--- config.mk ---
export PLATFORM = sky130hd
export DESIGN_NAME = tws_ctrl
export DESIGN_NICKNAME = d
export VERILOG_FILES = /design/src/design/tws_pkg.sv /design/src/design/tws_ctrl.sv
export SDC_FILE = /design/constraint.sdc
export NUM_CORES = 1
export LEC_CHECK = 0
export BUFFER_PORTS_ARGS = -buffer_cell sky130_fd_sc_hd__buf_2
export CAP_MARGIN = 25
export CORE_AREA = 8 8 45 47
export DETAILED_ROUTE_END_ITERATION = 6
export DIE_AREA = 0 0 53 55
export MAX_ROUTING_LAYER = met4
export SYNTH_ARGS = -nofsm -noshare
export SYNTH_HDL_FRONTEND = slang
export SYNTH_SLANG_ARGS = --single-unit
--- constraint.sdc ---
create_clock -name clk -period 1.2 [get_ports clk]
set_input_delay 0.12 -clock clk [delete_from_list [all_inputs] [get_ports clk]]
set_output_delay 0.12 -clock clk [all_outputs]
set_load 0.005 [all_outputs]
--- src/design/tws_pkg.sv ---
`timescale 1ns / 1ps
// ----------------------------------------------------------------------------
// tws_pkg: shared types and codes of the tagged word stack
// Operation codes, status codes and the controller/datapath command structs.
// ----------------------------------------------------------------------------
package tws_pkg;

	localparam logic [2:0] FUNC_PUSH      = 3'd0;
	localparam logic [2:0] FUNC_PUSH_TRIM = 3'd1;
	localparam logic [2:0] FUNC_POP       = 3'd2;
	localparam logic [2:0] FUNC_POP_BYTE  = 3'd3;
	localparam logic [2:0] FUNC_POP_INT   = 3'd4;
	localparam logic [2:0] FUNC_PEEK      = 3'd5;

	localparam logic [1:0] ST_OK        = 2'd0;
	localparam logic [1:0] ST_FULL      = 2'd1;
	localparam logic [1:0] ST_EMPTY     = 2'd2;
	localparam logic [1:0] ST_NOT_BYTE  = 2'd3;

	localparam logic [63:0] INT_SAT     = 64'h0000_0000_0FFF_FFFF;
	localparam logic [63:0] BYTE_MAX    = 64'h0000_0000_0000_00FF;

	// controller -> datapath
	typedef struct packed {
		logic       load;     // capture input beat
		logic       wr;       // write captured value at wr slot
		logic       rd;       // read slot into read register
		logic       fmt;      // build result from read register
		logic       clr;      // build result with zero value
	} tws_cmd_t;

	// datapath -> controller
	typedef struct packed {
		logic       full;
		logic       empty;
		logic       bad_depth;
		logic       too_long;
	} tws_sts_t;

endpackage

--- src/design/tws_ctrl.sv ---
`timescale 1ns / 1ps
// ----------------------------------------------------------------------------
// tws_ctrl: sequencer of the tagged word stack
// Walks one beat through capture, memory access and result formatting.
// ----------------------------------------------------------------------------
module tws_ctrl (
	input  logic              clk,
	input  logic              arst_n,
	input  logic              in_fire,
	input  logic [2:0]        func,
	input  tws_pkg::tws_sts_t sts,
	input  logic              out_free,
	output logic              in_ready,
	output tws_pkg::tws_cmd_t cmd
);
	import tws_pkg::*;

	localparam logic [1:0] S_IDLE = 2'd0;
	localparam logic [1:0] S_DEC  = 2'd1;
	localparam logic [1:0] S_RD   = 2'd2;
	localparam logic [1:0] S_OUT  = 2'd3;

	logic [1:0] state_q;
	logic [2:0] func_q;

	always_ff @(posedge clk or negedge arst_n) begin
		if (!arst_n) begin
			state_q <= S_IDLE;
			func_q  <= FUNC_PUSH;
		end else begin
			case (state_q)
				S_IDLE: begin
					if (in_fire) begin
						state_q <= S_DEC;
						func_q  <= func;
					end
				end
				S_DEC: begin
					if ((func_q inside {FUNC_POP, FUNC_POP_BYTE, FUNC_POP_INT})
						&& !sts.empty)
						state_q <= S_RD;
					else if (func_q == FUNC_PEEK && !sts.bad_depth)
						state_q <= S_RD;
					else if (out_free)
						state_q <= S_IDLE;
				end
				S_RD:    state_q <= S_OUT;
				S_OUT:   if (out_free) state_q <= S_IDLE;
				default: state_q <= S_IDLE;
			endcase
		end
	end

	logic is_pop;
	assign is_pop = (func_q inside {FUNC_POP, FUNC_POP_BYTE, FUNC_POP_INT});

	always_comb begin
		cmd      = '0;
		in_ready = (state_q == S_IDLE);
		cmd.load = in_fire;
		case (state_q)
			S_DEC: begin
				if (is_pop && !sts.empty) begin
					cmd.rd = 1'b1;
				end else if (func_q == FUNC_PEEK && !sts.bad_depth) begin
					cmd.rd = 1'b1;
				end else if (out_free) begin
					cmd.clr = 1'b1;
					cmd.wr  = (func_q == FUNC_PUSH || func_q == FUNC_PUSH_TRIM)
						&& !sts.full && !sts.too_long;
				end
			end
			S_OUT:   cmd.fmt = out_free;
			default: ;
		endcase
	end

endmodule

==> impl_metrics.json, run 1 <==
{
  "post-route-period-util_pct": 129.7,
  "synthesis.nets": 36,
  "fin_worst_skew_ns": 0.002082,
  "finalSetupViolations": 4,
  "achievable-frequency_ghz": 0.6427,
  "ant_nets": 0,
  "htreeDepth": 1,
  "multi_input_comb_area_sq_um": 163.9,
  "dr_wl_met3_microns": 77,
  "slew_headroom_pct": 87.81,
  "criticalPathCategory": "flop to output port",
  "detail_route.wirelength_microns": 736,
  "seq_pwr_share_pct": 29.2,
  "setup_ws_ns": -0.3558,
  "dr_total_vias": 280,
  "gr-total-overflow": 0,
  "dp_slack_ns": -0.1240,
  "worst_setup_sp_type": "flop",
  "cp_max_fo": 3,
  "pin_count": 17,
  "power.switching_mw": 0.3433,
  "mappedNetlistArea_sq_um": 281.5,
  "final_antenna_diode_count": 0,
  "global_route.usage.total_pct": 6.388,
  "path_buf_inv": 1,
  "ys_dominant_reg_cell": "sky130_fd_sc_hd__dfrtp_1",
  "initial_core_util_pct": 20.34,
  "synth_top_cell_area_share_pct": 44.44,
  "buffer_ports.inserted": 16,
  "critical-path-top-delay-family": "simple AND/OR/NAND/NOR gates",
  "critPathCaptureType": "output port",
  "fp-row-count": 14,
  "power_density_nw_per_um2": 2259,
  "die_h_microns": 55,
  "total_power_mw": 1.054,
  "ys_async_sr_fraction_pct": 100.0,
  "timing.critical_path.slowest_cell_delay_ns": 0.51,
  "fill_cells": 154,
  "final_cell_area_sq_um": 466.7,
  "nNetsFinal": 62,
  "critical_path.cell_chain": "or4_1 -> nor4_2 -> buf_2",
  "wl_met1_microns": 297,
  "min-delay-path-class": "input port to flop",
  "sequential_cell_area_sq_um": 125.1,
  "p_comb_share_pct": 53.1,
  "yosys.cell_count.top_type": "sky130_fd_sc_hd__dfrtp_1",
  "die_width_microns": 53,
  "syn_avg_cell_area_sq_um": 11.26,
  "number_of_buffers_between_clock_root_and_the_deepest_sink": 2,
  "syn_to_final_growth_pct": 65.78,
  "cp_data_required_time_ns": 1.08,
  "wire_per_inst_microns": 11.15,
  "status": "complete, but fails checks",
  "globalplace.congestion": 0.6815,
  "design.core.area_sq_um": 1384,
  "highest-signal-layer": "met3",
  "initial_antenna_violation_count": 0,
  "remaining_drc_errors": 0,
  "postSynthRegisterBits": 5,
  "grt_pass1_wl_mm": 1.276,
  "seq_area_frac_synth_pct": 44.44,
  "met2_wirelength_microns": 361,
  "area_of_the_die_sq_um": 2915,
  "cp-startpoint": "func_q[1]",
  "power.share.clock_pct": 17.6,
  "worst_hold_startpoint": "func[0]",
  "clockRootBuffer": "sky130_fd_sc_hd__clkbuf_4",
  "synth_top_cell_by_area": "sky130_fd_sc_hd__dfrtp_1",
  "failed_checks": "negative setup slack",
  "post_drt_via_cell_ratio": 4.242,
  "drt_iter0_markers": 1,
  "first_pass_iters": 2,
  "crit_path_top_delay_cell": "sky130_fd_sc_hd__or4_1",
  "detailed_place_hpwl_microns": 642.5,
  "worst-slew-pin-transition_ns": 0.1778,
  "yosysWarnings": 0,
  "cts.sink_count": 5,
  "vdd_drop_max_v": 0.0005611,
  "detailed_place.area_sq_um": 404.1,
  "max_cap_viol_count": 0,
  "synth.top_cells.by_area": "sky130_fd_sc_hd__dfrtp_1 44%, sky130_fd_sc_hd__mux2_2 12%, sky130_fd_sc_hd__nor4_2 4.4%, sky130_fd_sc_hd__mux2i_1 3.6%, sky130_fd_sc_hd__a22o_1 3.1%",
  "clock_tree_from_tritoncts": "yes",
  "insertion_delay_ns": 0.24,
  "tritoncts.num_buffers": 3,
  "r2r-start": "func_q[1]",
  "rsz0062_at_grt": "yes",
  "grt_start_max_net_pins": 6,
  "power_leakage_nw": 0.2392,
  "layout-drive-gt1-share_pct": 66.00,
  "synth_edf_count": 0,
  "post_synth_inst_count": 25,
  "report.final.slew_viol_count": 0,
  "cell_internal_pwr_mw": 0.7110,
  "synthTopCellsByCount": "5 x sky130_fd_sc_hd__dfrtp_1, 3 x sky130_fd_sc_hd__mux2_2",
  "data_arrival_at_the_endpoint_of_the_critical_path_ns": 1.44,
  "first_global_vias": 318,
  "clk_pin_slew_ns": 0.04,
  "min_period_ns": 1.556,
  "report.final.hold_viol_count": 0,
  "netlist-cell-type-count": 19,
  "power.switching_fraction_pct": 32.56
}
-- layer usage --
metal	vias to the layer above	global-route usage, %
met1	128	5.991
li1	142	-
met2	10	9.961
met3	0	2.941
met4	0	5.172
met5	-	-
-- cells in the final DEF (no fill, tap or decap) --
cell / n
sky130_fd_sc_hd__clkbuf_1: 1
sky130_fd_sc_hd__dfrtp_1: 5
sky130_fd_sc_hd__a21oi_1: 1
sky130_fd_sc_hd__nor2_2: 1
sky130_fd_sc_hd__o31ai_1: 1
sky130_fd_sc_hd__a31o_4: 1
sky130_fd_sc_hd__clkbuf_4: 3
sky130_fd_sc_hd__inv_1: 1
sky130_fd_sc_hd__dlygate4sd3_1: 1
sky130_fd_sc_hd__nor3_2: 1
sky130_fd_sc_hd__and2_1: 1
sky130_fd_sc_hd__mux2_2: 3
sky130_fd_sc_hd__nand2_1: 1
sky130_fd_sc_hd__and3_1: 1
sky130_fd_sc_hd__or4_1: 1
sky130_fd_sc_hd__nor4_2: 1
sky130_fd_sc_hd__and2_4: 1
sky130_fd_sc_hd__buf_2: 16
sky130_fd_sc_hd__buf_4: 5
sky130_fd_sc_hd__and2b_1: 1
sky130_fd_sc_hd__a22o_1: 1
sky130_fd_sc_hd__mux2i_1: 1
sky130_fd_sc_hd__nor3b_2: 1
-- power by group through the flow --
stage	clock network [mW]	logic [mW]	registers, mW
after floorplan	0	0.263	0.326
after global placement	0	0.492	0.308
after detailed placement	0	0.499	0.312
after CTS	0.197	0.570	0.310
after global routing	0.206	0.628	0.325
final	0.186	0.560	0.308
-- repair_timing --
item | CTS | global route
pin swaps | 2 | 0
endpoints found under the setup margin | 3 | 5
resized for setup | 3 | 0
hold buffers | 1 | 0
endpoints found under the hold margin | 5 | 0
setup buffers | 1 | 0
-- worst paths after layout --
path                         endpoint  slack [ns]  cells after the start
min in group asynchronous   func_q[2]        0.23                      2
max in group asynchronous  state_q[0]        0.84                      2
setup reg to reg           state_q[1]       -0.03                      4
setup / recovery               cmd[3]       -0.36                      3
hold / removal              func_q[0]        0.11                      2
hold reg to reg             func_q[0]        0.53                      1
-- sequential cells by signal, summed over array words and instances (netlist names) --
register / count
state_q: 2
func_q: 3
-- layout make-up --
cell class	count	share of cell area [%]
Clock buffer	4	5.630
Inverter	1	0.8043
Multi-Input combinational cell	18	35.12
Sequential cell	5	26.81
Tap cell	16	4.290
Timing Repair Buffer	22	27.35
-- cells by family after synthesis --
kind of cell,share of synthesized area (%)
AOI/OAI and AO/OA,10.67
buffers and inverters,4.000
DFF,44.44
muxes,15.55
and+or+nand+nor,25.34
-- per-stage QoR --
stage	hold WS, ns	util, %	TNS, ns	instances
2_1_floorplan	-0.1756	-	0	25
3_3_place_gp	-0.05989	29.20	-0.08411	60
3_5_place_dp	-0.05909	29.20	-0.1483	60
4_1_cts	0.1058	33.73	-0.8160	66
5_1_grt	0.1201	33.73	-1.123	66
6_report	0.1126	33.73	-0.7869	66
No activity file was read; power rests on OpenSTA's default activity.
==> inputs of run 2 (changes only) <==
Clock period 1.2 ns to 1.75 ns, I/O delays scaled along.
==> run 2 against run 1 <==
  * Routed wire length shrank 7.6%
  * Final cell count decreased by 7.6%
  * Critical path type unchanged
  * Sequential power fell by 23%
  * Power down 42%
  * The run now ends clean
  * Hold slack better by 0.055 ns
  * Global-route usage decreased by 1.2 points
  * First-iteration DRC count increased to 3.0 times the previous value
  * Worst setup slack better by 0.48 ns
  * Combinational power is 56% lower
  * Clock power is 30% lower
  * Flip-flop and latch count unchanged
  * Sequential share of layout area up 3.7 points
==> impl_metrics.json, run 2 (synthesis results as in run 1) <==
{
  "final_antenna_diode_count": 0,
  "number_of_buffers_between_clock_root_and_the_deepest_sink": 2,
  "finalSetupViolations": 0,
  "htreeDepth": 1,
  "min_period_ns": 1.630,
  "cp_data_required_time_ns": 1.57,
  "achievable-frequency_ghz": 0.6136,
  "initial_antenna_violation_count": 0,
  "post_cts_resize_count": 0,
  "rsz0062_at_grt": "no",
  "post_cts_setup_driven_buffer_insertion_count": 0,
  "die_h_microns": 55,
  "remaining_drc_errors": 0,
  "worst_setup_sp_type": "flop",
  "detail_route.wirelength_microns": 680,
  "critPathCaptureType": "output port",
  "criticalPathCategory": "flop to output port",
  "gr-total-overflow": 0,
  "cts.sink_count": 5,
  "post_drt_via_cell_ratio": 4.328,
  "first_global_vias": 247,
  "worst-slew-pin-transition_ns": 0.2191,
  "clockRootBuffer": "sky130_fd_sc_hd__clkbuf_4",
  "min-delay-path-class": "input port to flop",
  "global_route.usage.total_pct": 5.141,
  "post-route-period-util_pct": 93.13,
  "vdd_drop_max_v": 0.0003404,
  "power_leakage_nw": 0.2071,
  "pin_count": 17,
  "globalplace.congestion": 0.6754,
  "grt_use_met1_pct": 5.215,
  "setup_ws_ns": 0.1202,
  "die_width_microns": 53,
  "status": "complete, no violations",
  "global_route.peak_usage_layer": "met2",
  "grt_pass1_wl_mm": 1.000,
  "biggestRegsByFlops": "func_q: 3 flops, state_q: 2 flops",
  "area_of_the_die_sq_um": 2915,
  "syn_to_final_growth_pct": 45.78,
  "fin_worst_skew_ns": 0.002036,
  "groute.layer.met3.usage_pct": 2.941,
  "initial_core_util_pct": 20.34,
  "largest_register_ffs": 3,
  "drt_iter0_markers": 3,
  "max_cap_viol_count": 0,
  "design.core.area_sq_um": 1384,
  "clock_tree_from_tritoncts": "yes",
  "fin_tns_setup_ns": 0,
  "worst_r2r_path_depth": 3,
  "wire_per_inst_microns": 11.15,
  "data_arrival_at_the_endpoint_of_the_critical_path_ns": 1.45,
  "slew_headroom_pct": 85.39,
  "insertion_delay_ns": 0.24,
  "layout-drive-gt1-share_pct": 57.78,
  "ant_nets": 0,
  "final_common_cell": "sky130_fd_sc_hd__buf_2",
  "nNetsFinal": 57,
  "dp_slack_ns": 0.3623,
  "report.final.hold_viol_count": 0,
  "report.final.slew_viol_count": 0,
  "power_density_nw_per_um2": 1490,
  "grt_start_max_net_pins": 8,
  "mostFrequentLayoutCells": "16 x sky130_fd_sc_hd__buf_2, 5 x sky130_fd_sc_hd__dfrtp_1, 3 x sky130_fd_sc_hd__mux2_2, 3 x sky130_fd_sc_hd__clkbuf_4",
  "clk_pin_slew_ns": 0.04,
  "buffer_ports.inserted": 16,
  "cp_max_fo": 4,
  "worst_hold_path.num_cells": 2,
  "grt_util_met2_pct": 6.641,
  "fp-row-count": 14,
  "dr_total_vias": 264,
  "top_register": "func_q",
  "first_pass_iters": 2,
  "tritoncts.num_buffers": 3
}
run 2: changes by cell type in the layout (fill, tap and decap cells not counted):
| cell | before | now |
|---|---|---|
| sky130_fd_sc_hd__buf_4 | 5 | 0 |
| sky130_fd_sc_hd__a31o_2 | 0 | 1 |
| sky130_fd_sc_hd__a31o_4 | 1 | 0 |
| sky130_fd_sc_hd__nor3_1 | 0 | 1 |
| sky130_fd_sc_hd__nor3_2 | 1 | 0 |
| sky130_fd_sc_hd__nor3b_1 | 0 | 1 |
| sky130_fd_sc_hd__nor3b_2 | 1 | 0 |
run 2: repair_timing:
action / 4_1_cts / 5_1_grt
hold buffers: 1 / 0
setup endpoints to repair: 0 / 0
endpoints found under the hold margin: 5 / 0
run 2: critical path: stages (launching register included):
cell                      delay, ns
sky130_fd_sc_hd__dfrtp_1       0.39
sky130_fd_sc_hd__or4_1         0.54
sky130_fd_sc_hd__nor4_2        0.13
sky130_fd_sc_hd__buf_2         0.15
run 2: path summary, 6_finish.rpt:
path,from,endpoint,slack [ns]
min reg2reg,func_q[0],func_q[0],0.53
max reg2reg,state_q[1],func_q[1],0.57
max in group asynchronous,arst_n,state_q[1],1.35
min,func[0],func_q[0],0.17
min in group asynchronous,arst_n,func_q[1],0.27
max,func_q[2],cmd[3],0.12
run 2: layout make-up:
class / instances / area, sq um
multi-input cells: 18 / 145.1
flip-flops and latches: 5 / 125.1
inverters: 1 / 3.754
fillers: 166 / 973.4
well taps: 16 / 20.02
clock buffers: 4 / 26.28
repair buffers: 17 / 90.09
run 2: per-stage QoR:
step	power [mW]	util (%)	hold slack (ns)	instance area (sq um)	instances
detailed placement	0.4896	27.03	-0.005858	374.1	56
global placement	0.4847	27.03	-0.005850	374.1	56
global route	0.6622	29.66	0.1697	410.4	61
finish	0.6116	29.66	0.1672	410.4	61
CTS	0.6262	29.66	0.1632	410.4	61
floorplan	0.4041	-	-0.1206	281.5	25
run 2: where the power goes:
part	total, mW	internal (mW)	switching (mW)
logic	0.245	0.145	0.100
clock network	0.130	0.0860	0.0438
registers	0.237	0.174	0.0623
run 2: metal layers:
layer / part of all wire (%) / up-vias
li1: - / 132
met1: 41 / 122
met2: 45 / 10
met3: 14 / 0
met4: 0 / 0
met5: 0 / -
